===== src/rtl/skis_pkg.sv =====
// Shared types and codes for the sorted key index search block.
// No dependencies; compiled before every other file of the block.
package skis_pkg;

  // Request codes carried in req_type; code 3 is unused and does nothing
  typedef enum logic [1:0] {
    REQ_ADD    = 2'd0,
    REQ_LOOKUP = 2'd1,
    REQ_CLEAR  = 2'd2
  } req_kind_t;

  // Sequencer states
  typedef enum logic [2:0] {
    ST_IDLE,
    ST_CMP,
    ST_ACT,
    ST_WAIT,
    ST_DONE
  } seq_state_t;

  // Per-cell control from the sequencer
  typedef struct packed {
    logic cmp_en;  // register compare flags against the held request
    logic ins_en;  // commit a shift insert
  } cell_ctl_t;

  // Compare flags a cell hands to its right-hand neighbour
  typedef struct packed {
    logic ahead;   // valid and sorts before or equal to the request key
    logic eq;      // valid and equal to the request key
  } cell_flag_t;

  localparam int unsigned LEN_W    = 4;
  localparam int unsigned OFFSET_W = 32;
  localparam int unsigned RAW_KEY_W = 64;
  localparam int unsigned TOTAL_W  = 9;

endpackage


===== src/rtl/skis_cell.sv =====
// One table slot: holds a key, its length and record offset, compares them
// with the held request and shifts in from its left neighbour. Uses skis_pkg.
module skis_cell
  import skis_pkg::*;
#(
  parameter int unsigned KW = 64
) (
  input  logic                clk,
  input  logic                rst,
  input  cell_ctl_t           ctl,
  input  logic                valid,
  input  logic [KW-1:0]       req_key,
  input  logic [LEN_W-1:0]    req_len,
  input  logic [OFFSET_W-1:0] req_off,
  input  cell_flag_t          prev_flag,
  input  logic [KW-1:0]       prev_key,
  input  logic [LEN_W-1:0]    prev_len,
  input  logic [OFFSET_W-1:0] prev_off,
  output cell_flag_t          flag,
  output logic [KW-1:0]       key,
  output logic [LEN_W-1:0]    len,
  output logic [OFFSET_W-1:0] off,
  output logic                hit,
  output logic [OFFSET_W-1:0] hit_off
);

  logic lt_len, eq_len;

  assign lt_len = len < req_len;
  assign eq_len = len == req_len;

  always_ff @(posedge clk) begin
    if (rst) begin
      flag <= '0;
    end else if (ctl.cmp_en) begin
      flag.ahead <= valid && (lt_len || (eq_len && key <= req_key));
      flag.eq    <= valid && eq_len && (key == req_key);
    end
  end

  // Left neighbour not before the key: insert point is to our left, shift.
  always_ff @(posedge clk) begin
    if (ctl.ins_en) begin
      if (!prev_flag.ahead) begin
        key <= prev_key;
        len <= prev_len;
        off <= prev_off;
      end else if (!flag.ahead) begin
        key <= req_key;
        len <= req_len;
        off <= req_off;
      end
    end
  end

  // Equal keys sit together; the leftmost one is the earliest inserted
  assign hit     = flag.eq && !prev_flag.eq;
  assign hit_off = hit ? off : '0;

endmodule


===== config.mk =====
export PLATFORM = sky130hd
export DESIGN_NAME = skis_cell
export DESIGN_NICKNAME = d
export VERILOG_FILES = /design/src/rtl/skis_pkg.sv /design/src/rtl/skis_cell.sv
export SDC_FILE = /design/constraint.sdc
export NUM_CORES = 1
export LEC_CHECK = 0
export BUFFER_PORTS_ARGS = -buffer_cell sky130_fd_sc_hd__buf_4
export CAP_MARGIN = 20
export CORE_AREA = 2 2 134 136
export CTS_CLUSTER_DIAMETER = 80
export CTS_CLUSTER_SIZE = 20
export DETAILED_ROUTE_END_ITERATION = 10
export DIE_AREA = 0 0 136 138
export PLACE_DENSITY = 0.7
export SETUP_SLACK_MARGIN = 0.02
export SLEW_MARGIN = 25
export SYNTH_ARGS = -nofsm -noshare
export SYNTH_HDL_FRONTEND = slang
export SYNTH_SLANG_ARGS = --single-unit

===== constraint.sdc =====
create_clock -name clk -period 20.4 [get_ports clk]
set_input_delay 5.1 -clock clk [delete_from_list [all_inputs] [get_ports clk]]
set_output_delay 5.1 -clock clk [all_outputs]
set_load 0.05 [all_outputs]

==> results.sh <==
export IMPL_syn_inst=498
export IMPL_synth_nets=773
export IMPL_drt_first_pass_iters=4
export IMPL_nets=1115
export IMPL_maxSlewHeadroom=0.466
export IMPL_wl_per_cell_um=16.8
export IMPL_rrSetupSlack_ns=18.00
export IMPL_placedInstanceArea_um2=9010
export IMPL_rr_worst_depth=7
export IMPL_antenna_left=0
export IMPL_critPathMaxFanout=33
export IMPL_min_period_ns=11.05
export IMPL_setup_tns_ns=0
export IMPL_holdCritStartpoint="flag[0]$_SDFFE_PP0P_"
export IMPL_cts_buffer_depth=2
export IMPL_clkSlewWorstSetupHoldPaths_ns=0.07
export IMPL_synth_fa_ha_area_frac=0.138
export IMPL_via_count=5077
export IMPL_maxSlewViolCount=0
export IMPL_setup_viol=0
export IMPL_initial_core_util=0.353
export IMPL_synth_simple_area_share=0.0829
export IMPL_htreeDepth=3
export IMPL_hpwlAfterDp_um=14600
export IMPL_synth_compound_area_frac=0.0532
export IMPL_critical_path_class="input pin to output port"
export IMPL_portBuffers=341
export IMPL_dp_cells=1058
export IMPL_r2r_start="key[54]$_DFFE_PP_"
export IMPL_via_per_inst=4.72
export IMPL_status="completed"
export IMPL_final_common_cell="buf_4"
export IMPL_ys_warn_count=0
export IMPL_grt_pass1_vias=5077
export IMPL_cp_required_ns=15.30
export IMPL_final_core_util=0.530
export IMPL_p_per_area_nw_per_um2=64.1
export IMPL_tightestPinTransition_ns=0.801
export IMPL_arrival_ns=5.95
export IMPL_drcViolationCount=0
export IMPL_coreArea_um2=17500
export IMPL_synth_top_family_by_area="multiplexers"
export IMPL_multi_input_area_um2=2830
export IMPL_fmax_mhz=90.5
export IMPL_cp_start_kind="input pin"
export IMPL_areaGrowthSynthToFinish_pct=50.3
export IMPL_yosysUniqueCellTypes=34
export IMPL_leakagePower_nw=4.39
export IMPL_skew_ns=0.0137
export IMPL_die_area_um2=18800
export IMPL_die_w_um=136
export IMPL_cts_setup_buffers=0
export IMPL_grt_ovfl_total=0
export IMPL_gp_congestion=0.806
export IMPL_cts_root_buf="clkbuf_16"
export IMPL_synth_ff_type="edfxtp_1"
export IMPL_min_path_type="flip-flop to flip-flop"
export IMPL_grt_usage=0.187
export IMPL_ys_seq_elements=102
export IMPL_holdBufCountCts=0
export IMPL_setup_slack_ns=9.35
export IMPL_cp_end_kind="output port"
export IMPL_cts_tree="built"
export IMPL_regArea_um2=3040
export IMPL_drtIter0Drc=138
export IMPL_rsz0062_at_grt="false"
export IMPL_fin_crit_sh=0.542
export IMPL_cts_sinks=102
export IMPL_antenna_found_initial=1
export IMPL_final_design_area_no_fill_um2=9300
export IMPL_synth_avg_cell_area_um2=12.4
export IMPL_hold_viol=0
export IMPL_synth_xor_area_frac=0
export IMPL_num_rows=49
export IMPL_clkLatencyLatePin_ns=0.35
export IMPL_grt_max_degree=61
export IMPL_synth_edf_count=100
export IMPL_io_pin_count=342
export IMPL_pre_cts_slack_ns=9.34
export IMPL_wirelength_um=18000
export IMPL_maxCapViolCount=0
export IMPL_peakVddDrop_mv=0.0338
export IMPL_r2r_end="flag[1]$_SDFFE_PP0P_"
export IMPL_drive_above_1_share=0.550
export IMPL_syn_area_um2=6190
export IMPL_n_fill_cell=1582
export IMPL_die_h_um=138
export IMPL_final_instance_count_excl_fill=1075
export IMPL_async_flop_share=0
export IMPL_whs_endpoint="flag[0]$_SDFFE_PP0P_"
export IMPL_min_path_cells=2
export IMPL_final_cell_mix="buf_4 (345), mux2_2 (100), edfxtp_1 (100)"
export IMPL_numCtsBuffers=9
export IMPL_cts_resized=0
export IMPL_ys_seq_area_frac=0.492
export IMPL_synth_mux_area_fraction=0.182
export IMPL_grt_first_pass_wirelength_um=27000
cell type report:
class,count,share of cell area
Sequential cell,102,0.327
Multi-Input combinational cell,312,0.304
Timing Repair Buffer,345,0.279
Tap cell,229,0.0308
Inverter,70,0.0283
Clock buffer,9,0.0242
Clock inverter,7,0.00619
Antenna cell,1,0.000269
logic make-up after synthesis:
family                     after synthesis
AOI/OAI and AO/OA                       55
and+or+nand+nor                         89
muxes                                  100
adders and majority gates               68
buffers and inverters                   84
DFF                                    102
cells in the mapped netlist, drive strengths merged (5+ instances only):
cell type  number  share of area
edfxtp        100           0.49
mux2          100           0.18
inv            70          0.042
ha             68           0.14
and2           32          0.032
a21oi          28          0.023
nand4          14          0.014
nand2          13         0.0079
o21ai          10         0.0081
nand3           9         0.0073
buf             8         0.0065
clkbuf          6         0.0036
a211oi          5         0.0069
stage by stage:
stage                     power (mW)  hold WS (ns)
final                          0.596         0.573
after global routing           0.624         0.626
after CTS                      0.604         0.580
after detailed placement       0.433         0.570
after global placement         0.431         0.553
after floorplan                0.365         0.736
layer usage:
layer | wire length [µm] | part of all wire | vias to the layer above | GRT usage
met1 | 6890 | 0.38 | 2335 | 0.215
li1 | - | - | 2509 | -
met4 | 449 | 0.025 | 0 | 0.0680
met3 | 1550 | 0.086 | 23 | 0.0513
met2 | 9150 | 0.51 | 210 | 0.330
met5 | 0 | 0 | - | 0
worst max-delay path, stage by stage:
cell and delay, ns:
buf_4 0.11, nor2b_1 0.09, buf_4 0.27, and2_1 0.18, buf_4 0.20
flip-flops by register name (all words and copies together), names as in the netlist:
register,flops
key,64
off,32
flag,2
len,4
power by group:
| part | switching [mW] | internal (mW) | leakage (nW) |
|---|---|---|---|
| logic | 0.0965 | 0.0720 | 3.27 |
| registers | 0.00863 | 0.250 | 0.991 |
| clock network | 0.0845 | 0.0845 | 0.134 |
how the worst max path moves through the flow:
stage	from	end	slack (ns)	cells past startpoint
after floorplan	prev_flag[1]	key[0]$_DFFE_PP_	6.91	3
after global placement	prev_flag[0]	hit_off[0]	9.36	5
after detailed placement	prev_flag[0]	hit_off[2]	9.34	5
after CTS	prev_flag[0]	hit_off[0]	9.34	5
after global routing	prev_flag[0]	hit_off[0]	9.25	5
final	prev_flag[0]	hit_off[0]	9.35	5
(Power assumes the default switching activity.)
